## config.mk

```make
export PLATFORM = sky130hd
export DESIGN_NAME = flashlight_mode_controller_flat
export DESIGN_NICKNAME = d
export VERILOG_FILES = /design/src/rtl/fmc_pkg.sv /design/src/rtl/fmc_ifs.sv /design/src/rtl/fmc_cfg_regs.sv /design/src/rtl/fmc_core.sv /design/src/rtl/flashlight_mode_controller.sv /design/src/flat_wrapper.sv
export SDC_FILE = /design/constraint.sdc
export NUM_CORES = 1
export LEC_CHECK = 0
export ABC_CLOCK_PERIOD_IN_PS = 5700
export CORE_MARGIN = 3
export CORE_UTILIZATION = 40
export CTS_CLUSTER_DIAMETER = 100
export DETAILED_ROUTE_END_ITERATION = 6
export DONT_BUFFER_PORTS = 1
export PLACE_DENSITY = 0.56
export SYNTH_ARGS = -nofsm -noshare
export SYNTH_HDL_FRONTEND = slang
export SYNTH_SLANG_ARGS = --single-unit
```

## constraint.sdc

```tcl
create_clock -name clk -period 5.7 [get_ports clk]
set_input_delay 0.57 -clock clk [delete_from_list [all_inputs] [get_ports clk]]
set_output_delay 0.57 -clock clk [all_outputs]
set_load 0.02 [all_outputs]
```

## src/rtl/fmc_pkg.sv

```systemverilog
// Shared types and constants for the flashlight mode controller.
// No dependencies; compile first.
package fmc_pkg;

	localparam int unsigned CFG_IDX_W  = 3;
	localparam int unsigned CFG_DATA_W = 10;
	localparam int unsigned HELD_W     = 10;
	localparam int unsigned FLASH_W    = 8;
	localparam int unsigned NIB_W      = 4;

	localparam logic [HELD_W-1:0] HELD_MAX = '1;

	// register indexes on the configuration channel
	typedef enum logic [CFG_IDX_W-1:0] {
		CFG_LOOP_TICKS  = 3'd0,
		CFG_HALF_HIGH   = 3'd1,
		CFG_LOW_HIGH    = 3'd2,
		CFG_DEBOUNCE    = 3'd3,
		CFG_LONG_PRESS  = 3'd4,
		CFG_FLASH_HALF  = 3'd5
	} cfg_idx_t;

	typedef enum logic [2:0] {
		MODE_OFF    = 3'd0,
		MODE_STEADY = 3'd1,
		MODE_HALF   = 3'd2,
		MODE_LOW    = 3'd3,
		MODE_FLASH  = 3'd4
	} mode_t;

	typedef struct packed {
		logic [NIB_W-1:0]   loop_ticks;
		logic [NIB_W-1:0]   half_duty_high_ticks;
		logic [NIB_W-1:0]   low_duty_high_ticks;
		logic [NIB_W-1:0]   debounce_loops;
		logic [HELD_W-1:0]  long_press_loops;
		logic [FLASH_W-1:0] flash_half_loops;
	} cfg_t;

	typedef struct packed {
		logic  led_on;
		mode_t mode;
		logic  button_stable;
	} result_t;

endpackage

```

## src/rtl/fmc_ifs.sv

```systemverilog
// Handshake channel interfaces: tick in, result out, register writes.
// Depends on fmc_pkg.
interface fmc_tick_if;
	logic valid;
	logic ready;
	logic raw_button;
	modport source(output valid, output raw_button, input ready);
	modport sink(input valid, input raw_button, output ready);
endinterface

interface fmc_result_if;
	logic       valid;
	logic       ready;
	logic       led_on;
	logic [2:0] mode;
	logic       button_stable;
	modport source(output valid, output led_on, output mode, output button_stable,
		input ready);
	modport sink(input valid, input led_on, input mode, input button_stable,
		output ready);
endinterface

interface fmc_cfg_if;
	logic                          valid;
	logic                          ready;
	logic [fmc_pkg::CFG_IDX_W-1:0]  index;
	logic [fmc_pkg::CFG_DATA_W-1:0] data;
	modport source(output valid, output index, output data, input ready);
	modport sink(input valid, input index, input data, output ready);
endinterface

```

## src/rtl/fmc_cfg_regs.sv

```systemverilog
// Configuration register file, written one register per item.
// Depends on fmc_pkg.
module fmc_cfg_regs (
	input  logic                          clk,
	input  logic                          arst_n,
	input  logic                          wr_en,
	input  logic [fmc_pkg::CFG_IDX_W-1:0]  wr_index,
	input  logic [fmc_pkg::CFG_DATA_W-1:0] wr_data,
	output fmc_pkg::cfg_t                 cfg
);
	import fmc_pkg::*;

	cfg_t cfg_q;

	always_ff @(posedge clk or negedge arst_n) begin
		if (!arst_n) begin
			cfg_q.loop_ticks           <= 4'd10;
			cfg_q.half_duty_high_ticks <= 4'd5;
			cfg_q.low_duty_high_ticks  <= 4'd1;
			cfg_q.debounce_loops       <= 4'd3;
			cfg_q.long_press_loops     <= 10'd100;
			cfg_q.flash_half_loops     <= 8'd50;
		end else if (wr_en) begin
			case (cfg_idx_t'(wr_index))
				CFG_LOOP_TICKS: cfg_q.loop_ticks           <= wr_data[NIB_W-1:0];
				CFG_HALF_HIGH:  cfg_q.half_duty_high_ticks <= wr_data[NIB_W-1:0];
				CFG_LOW_HIGH:   cfg_q.low_duty_high_ticks  <= wr_data[NIB_W-1:0];
				CFG_DEBOUNCE:   cfg_q.debounce_loops       <= wr_data[NIB_W-1:0];
				CFG_LONG_PRESS: cfg_q.long_press_loops     <= wr_data[HELD_W-1:0];
				CFG_FLASH_HALF: cfg_q.flash_half_loops     <= wr_data[FLASH_W-1:0];
				default: ;
			endcase
		end
	end

	assign cfg = cfg_q;

endmodule

```

## src/rtl/fmc_core.sv

```systemverilog
// Controller state and per-tick update: debounce, hold count, mode, LED.
// Depends on fmc_pkg.
module fmc_core (
	input  logic              clk,
	input  logic              arst_n,
	input  logic              step,
	input  logic              raw_button,
	input  fmc_pkg::cfg_t     cfg,
	output fmc_pkg::result_t  result
);
	import fmc_pkg::*;

	logic [NIB_W-1:0]   tick_q, tick_n;
	logic               last_q, last_n;
	logic [NIB_W-1:0]   same_q, same_n;
	logic               stable_q, stable_n;
	logic               held_flag_q, held_flag_n;
	logic [HELD_W-1:0]  held_q, held_n;
	mode_t              mode_q, mode_n;
	logic [FLASH_W-1:0] flash_q, flash_n;
	logic               led_q, led_n;
	logic [NIB_W-1:0]   tick_inc;

	always_comb begin
		last_n      = last_q;
		same_n      = same_q;
		stable_n    = stable_q;
		held_flag_n = held_flag_q;
		held_n      = held_q;
		mode_n      = mode_q;
		flash_n     = flash_q;
		led_n       = led_q;

		// loop work only on the first tick of a loop
		if (tick_q == '0) begin
			if (raw_button != last_q) begin
				last_n = raw_button;
				same_n = '0;
			end else begin
				if (same_q < cfg.debounce_loops)
					same_n = same_q + 4'd1;
				if (same_n >= cfg.debounce_loops)
					stable_n = last_q;
			end

			if (!stable_n) begin
				held_flag_n = 1'b1;
				if (!held_flag_q)
					held_n = '0;
				if (held_n != HELD_MAX)
					held_n = held_n + 10'd1;
			end else begin
				if (held_flag_q) begin
					if (held_q >= cfg.long_press_loops)
						mode_n = (mode_q == MODE_OFF) ? MODE_STEADY : MODE_OFF;
					else if (mode_q != MODE_OFF)
						mode_n = mode_t'({1'b0, mode_q[1:0]} + 3'd1);
					flash_n = '0;
				end
				held_flag_n = 1'b0;
			end

			if (mode_n == MODE_FLASH) begin
				flash_n = flash_n + 8'd1;
				if (flash_n >= cfg.flash_half_loops) begin
					flash_n = '0;
					led_n   = ~led_q;
				end
			end
		end

		case (mode_n)
			MODE_STEADY: led_n = 1'b1;
			MODE_HALF:   led_n = (tick_q < cfg.half_duty_high_ticks);
			MODE_LOW:    led_n = (tick_q < cfg.low_duty_high_ticks);
			MODE_FLASH:  led_n = led_n;
			default:     led_n = 1'b0;
		endcase

		// a shrunk loop length restarts the loop at once
		tick_inc = tick_q + 4'd1;
		tick_n   = (tick_inc >= cfg.loop_ticks) ? '0 : tick_inc;
	end

	always_ff @(posedge clk or negedge arst_n) begin
		if (!arst_n) begin
			tick_q      <= '0;
			last_q      <= 1'b1;
			same_q      <= '0;
			stable_q    <= 1'b1;
			held_flag_q <= 1'b0;
			held_q      <= '0;
			mode_q      <= MODE_OFF;
			flash_q     <= '0;
			led_q       <= 1'b0;
		end else if (step) begin
			tick_q      <= tick_n;
			last_q      <= last_n;
			same_q      <= same_n;
			stable_q    <= stable_n;
			held_flag_q <= held_flag_n;
			held_q      <= held_n;
			mode_q      <= mode_n;
			flash_q     <= flash_n;
			led_q       <= led_n;
		end
	end

	assign result.led_on        = led_n;
	assign result.mode          = mode_n;
	assign result.button_stable = stable_n;

endmodule

```

## src/rtl/flashlight_mode_controller.sv

```systemverilog
// Top level of the flashlight mode controller: input register, core, result register.
// Depends on fmc_pkg, fmc_ifs, fmc_cfg_regs, fmc_core.
//
// Channel | Dir | Payload                            | Handshake
// --------+-----+------------------------------------+-------------
// tick    | in  | raw_button (1b, 0 = pressed)       | valid/ready
// result  | out | led_on, mode (3b), button_stable   | valid/ready
// cfg     | in  | index (3b), data (10b)             | valid/ready
//
// One tick item per clock cycle sustained while result.ready holds; a tick is
// taken into the input register, then its result into the result register.
// The per-tick update is one pass of combinational logic in fmc_core.
// Reset (arst_n low) loads the register defaults and resets control state but
// not raw_button_s1 or res_q; the block takes items from the first cycle after reset.
// A stalled result holds in the result register while one more tick waits in
// the input register; cfg is always ready.
module flashlight_mode_controller (
	input logic          clk,
	input logic          arst_n,
	fmc_tick_if.sink     tick,
	fmc_result_if.source result,
	fmc_cfg_if.sink      cfg
);
	import fmc_pkg::*;

	logic    in_valid_s1;
	logic    raw_button_s1;
	logic    out_valid_q;
	logic    advance;
	cfg_t    cfg_regs;
	result_t core_res;
	result_t res_q;

	assign cfg.ready = 1'b1;

	fmc_cfg_regs u_cfg (
		.clk      (clk),
		.arst_n   (arst_n),
		.wr_en    (cfg.valid),
		.wr_index (cfg.index),
		.wr_data  (cfg.data),
		.cfg      (cfg_regs)
	);

	// the held item moves on when the result slot is free or being emptied
	assign advance    = in_valid_s1 && (!out_valid_q || result.ready);
	assign tick.ready = !in_valid_s1 || advance;

	always_ff @(posedge clk or negedge arst_n) begin
		if (!arst_n) begin
			in_valid_s1 <= 1'b0;
		end else if (tick.ready) begin
			in_valid_s1 <= tick.valid;
		end
	end

	always_ff @(posedge clk) begin
		if (tick.ready && tick.valid) begin
			raw_button_s1 <= tick.raw_button;
		end
	end

	fmc_core u_core (
		.clk        (clk),
		.arst_n     (arst_n),
		.step       (advance),
		.raw_button (raw_button_s1),
		.cfg        (cfg_regs),
		.result     (core_res)
	);

	always_ff @(posedge clk or negedge arst_n) begin
		if (!arst_n) begin
			out_valid_q <= 1'b0;
		end else if (advance) begin
			out_valid_q <= 1'b1;
		end else if (result.ready) begin
			out_valid_q <= 1'b0;
		end
	end

	always_ff @(posedge clk) begin
		if (advance) begin
			res_q <= core_res;
		end
	end

	assign result.valid         = out_valid_q;
	assign result.led_on        = res_q.led_on;
	assign result.mode          = res_q.mode;
	assign result.button_stable = res_q.button_stable;

endmodule
```

## src/flat_wrapper.sv

```systemverilog
// flat-port wrapper written by rule: the top's interface ports become plain ports
module flashlight_mode_controller_flat import fmc_pkg::*;
  (clk, arst_n, tick_valid, tick_raw_button, tick_ready, result_valid, result_led_on, result_mode, result_button_stable, result_ready, cfg_valid, cfg_index, cfg_data, cfg_ready);
  fmc_tick_if tick_i ();
  fmc_result_if result_i ();
  fmc_cfg_if cfg_i ();
  input logic clk;
  input logic arst_n;
  input wire logic [$bits(tick_i.valid)-1:0] tick_valid;
  input wire logic [$bits(tick_i.raw_button)-1:0] tick_raw_button;
  output wire logic [$bits(tick_i.ready)-1:0] tick_ready;
  output wire logic [$bits(result_i.valid)-1:0] result_valid;
  output wire logic [$bits(result_i.led_on)-1:0] result_led_on;
  output wire logic [$bits(result_i.mode)-1:0] result_mode;
  output wire logic [$bits(result_i.button_stable)-1:0] result_button_stable;
  input wire logic [$bits(result_i.ready)-1:0] result_ready;
  input wire logic [$bits(cfg_i.valid)-1:0] cfg_valid;
  input wire logic [$bits(cfg_i.index)-1:0] cfg_index;
  input wire logic [$bits(cfg_i.data)-1:0] cfg_data;
  output wire logic [$bits(cfg_i.ready)-1:0] cfg_ready;
  assign tick_i.valid = tick_valid;
  assign tick_i.raw_button = tick_raw_button;
  assign tick_ready = tick_i.ready;
  assign result_valid = result_i.valid;
  assign result_led_on = result_i.led_on;
  assign result_mode = result_i.mode;
  assign result_button_stable = result_i.button_stable;
  assign result_i.ready = result_ready;
  assign cfg_i.valid = cfg_valid;
  assign cfg_i.index = cfg_index;
  assign cfg_i.data = cfg_data;
  assign cfg_ready = cfg_i.ready;
  flashlight_mode_controller u_core (.clk(clk), .arst_n(arst_n), .tick(tick_i), .result(result_i), .cfg(cfg_i));
endmodule
```

==> impl_metrics.ini <==
[floorplanning]
core_region_area_um2 = 10500
die_x_um = 110
die_height_um = 110
die_area_um2 = 12200
initial_core_util_pct = 41.6
placementRows = 37
ports_placed_on_the_boundary = 27

[synth]
syn_area_per_cell_um2 = 9.72
synth_fp_nets = 509
syn_area_um2 = 4360
dominantRegCellSynth = dfrtp_1
yosys-top-cells-area = dfrtp_1 (31%), ha_1 (12%), dfstp_2 (9.0%)
syn_inst = 448
proportion_of_synthesized_area_in_mux_cells_pct = 5.14
yosysUniqueCellTypes = 51
synth_top_family_by_area = compound AO/OA/AOI/OAI gates
synth-seq-cells = 75
synth.yosys.warnings = 0
synth_top_area_share_pct = 31.0
synth_xor_xnor_area_share_pct = 2.41
synth_top_area_cell = dfrtp_1
synth_async_sr_flop_share_pct = 92.0
synth-compound-area-share_pct = 16.9
yosys.area_share.simple_pct = 15.1
synth-edff-count = 6
post_synthesis_adder_cell_area_fraction_pct = 12.1
ys_seq_area_share_pct = 44.2

[clocking]
cts_max_path_bufs = 2
clock-root-buffer = clkbuf_8
worst_skew_pair_latency_ns = 0.35
numCtsBuffers = 9
htree_num_levels = 3
cts_tree = built
clk_pin_slew_ns = 0.08
tritoncts_num_sinks = 75

[critical_path]
required_ns = 5.90
critical-path-top-cell-by-count = ha_1
critical_path.max_stage_delay_ns = 0.53
setup.worst_path.start_class = flop
timing.critical_path.fanout_max = 5
endpoint_kind = flop
cpLargestDelayFamily = compound AO/OA/AOI/OAI gates
timing.critical_path.slowest_stage_cell = dfstp_2
worst-path-buf-inv = 1
worst-setup-path-type = flop to flop
critical_path_arrival_ns = 5.54

[sta]
worst_pin_slew_ns = 0.946
hold_viol = 0
maxClockFrequency_mhz = 187
min_period_over_period_pct = 93.8
final.setup.tns_ns = 0
timing.final.setup_violations = 0
report.final.slew_viol_count = 0
grt_setup_unrepaired = false
timing.max_slew.rel_slack_pct = 36.6
fin_skew_ns = 0.0132
final_period_minus_worst_setup_slack_ns = 5.35

[route]
drt-total-wl_um = 9550
dr.pass1.iters = 4
met3_length_um = 342
wl_met2_um = 4360
dr_total_vias = 3219
detail_route.drc_violations = 0
detailed_route_vias_per_instance = 5.39
detail_route.wirelength.met1_um = 4680
drt_iter0_markers = 118
ant_nets = 0
top_layer_used = met4
routed_wire_length_per_instance_um = 16.0

[layout]
synthToLayoutAreaGrowth_pct = 9.59
nNetsFinal = 517
antenna_cells_inserted = 0
drive_gt1_share_pct = 13.7
instances_no_fill = 597

[flow_run]
maxCapViolations = 0

[pwr]
power.density_cell_area_nw_per_um2 = 369
total_leakage_power_nw = 2.19
ir_worst_vdd_v = 0.000172

[placement]
gpl.final_weighted_congestion = 0.822
io_buffer_count = 0
dp_hpwl_um = 6840
placed_cells_incl_taps = 580

[run_status]
outcome = finished clean

[global_routing]
grt_max_degree = 55
grt_pass1_vias = 3142
gr-total-overflow = 0
grt_pass1_wl_um = 16000
grt.total_usage_pct = 17.3
antenna_found_initial = 0

[min_path]
worst_hold_path_type = input pin to async pin
[cell families after synthesis]
kind of cell,Yosys count
xor+xnor,12
mux,20
flops,75
buf+inv,46
other cells,1
simple gates,140
compound gates,112
fa+ha+maj,42
[what timing repair did]
action,CTS,global route
endpoints found under the hold margin,54,0
endpoints found under the setup margin,0,2
buffers inserted,0,0
resized for setup,0,4
hold buffers,1,0
[cells in the mapped netlist, types with 7 or more instances]
master / instances
a21o_1: 8
a21oi_1: 23
a22o_1: 15
dfrtp_1: 54
dfstp_2: 15
ha_1: 42
inv_1: 38
mux2_2: 19
nand2_1: 57
nand2b_1: 7
nand3_1: 11
nand4_1: 10
nor2_1: 27
nor2b_1: 7
o21ai_0: 37
[through the flow]
stage / hold WS, ns / util, % / power (W) / setup slack (ns) / cell area [um^2]
global route: 0.0297 / 45.6 / 0.00191 / 0.0432 / 4770
finish: 0.0631 / 45.6 / 0.00176 / 0.354 / 4770
detailed placement: 0.278 / 43.3 / 0.00131 / 0.204 / 4530
global placement: 0.278 / 43.3 / 0.00129 / 0.413 / 4530
CTS: 0.0410 / 45.5 / 0.00178 / 0.158 / 4760
floorplan: 0.274 / - / 0.00116 / 0.232 / 4360
[sequential cells by signal (all words and copies together) (netlist names)]
name and count:
u_core.u_core.same_q 4, u_core.result.valid 1, u_core.in_valid_s1 1, u_core.raw_button_s1 1, u_core.u_core.led_q 1, u_core.u_cfg.cfg 34, u_core.u_core.flash_q 8, u_core.u_core.tick_q 4
u_core.u_core.held_flag_q 1, u_core.u_core.stable_q 1, u_core.result.button_stable 1, u_core.result.mode 3, u_core.result.led_on 1, u_core.u_core.mode_q 3, u_core.u_core.held_q 10, u_core.u_core.last_q 1
[final timing paths]
check	startpoint	end	slack (ns)	cells past startpoint
hold / removal	arst_n	u_core.u_core.last_q	0.06	0
setup reg to reg	u_core.u_cfg.cfg[19]	u_core.result.led_on	0.35	25
hold reg to reg	u_core.u_core.last_q	u_core.u_core.last_q	0.50	2
min in group clk	tick_raw_button	u_core.raw_button_s1	0.32	0
setup / recovery	u_core.u_cfg.cfg[19]	u_core.result.led_on	0.35	25
max in group asynchronous	arst_n	u_core.u_cfg.cfg[16]	5.36	1
[layout by cell type (no fill, tap or decap), drive strengths merged, types with 2 or more instances in the layout]
master  instances
mux2           19
dfrtp          54
nor3            6
bufinv          2
edfxtp          6
clkinv          3
and2            4
a22o           15
or2             2
nor2b           7
nand3          11
nand2b          7
nor2           28
nand4          10
clkbuf         11
a41oi           2
a211o           2
a31oi           2
a21oi          23
dfstp          15
a211oi          4
nor3b           2
buf             5
and3            3
inv            38
ha             42
o21ai          38
nand2          57
xor2            6
xnor2           6
o21a            5
a21o            8
o31ai           2
[where the power goes]
part | internal (W) | switching, W | total, W | leakage, nW
Sequential | 0.000658 | 0.0000946 | 0.000752 | 0.912
Combinational | 0.000244 | 0.000321 | 0.000565 | 1.17
Clock | 0.000246 | 0.000198 | 0.000444 | 0.105
Total | 0.00115 | 0.000614 | 0.00176 | 2.19
[layer usage]
metal  track usage [%]  vias up
li1                  -     1601
met1              24.8     1558
met2              25.9       49
met3              3.96       11
met4              5.54        0
met5                 0        -
[area by class of cell]
| type | count | area, um^2 |
|---|---|---|
| clock buffers | 11 | 131 |
| clock inverters | 5 | 77.6 |
| fillers | 1038 | 5690 |
| inverters | 38 | 143 |
| multi-input cells | 327 | 2270 |
| flip-flops and latches | 75 | 1930 |
| well taps | 136 | 170 |
| repair buffers | 5 | 57.6 |
No activity file was read; power rests on OpenSTA's default activity.
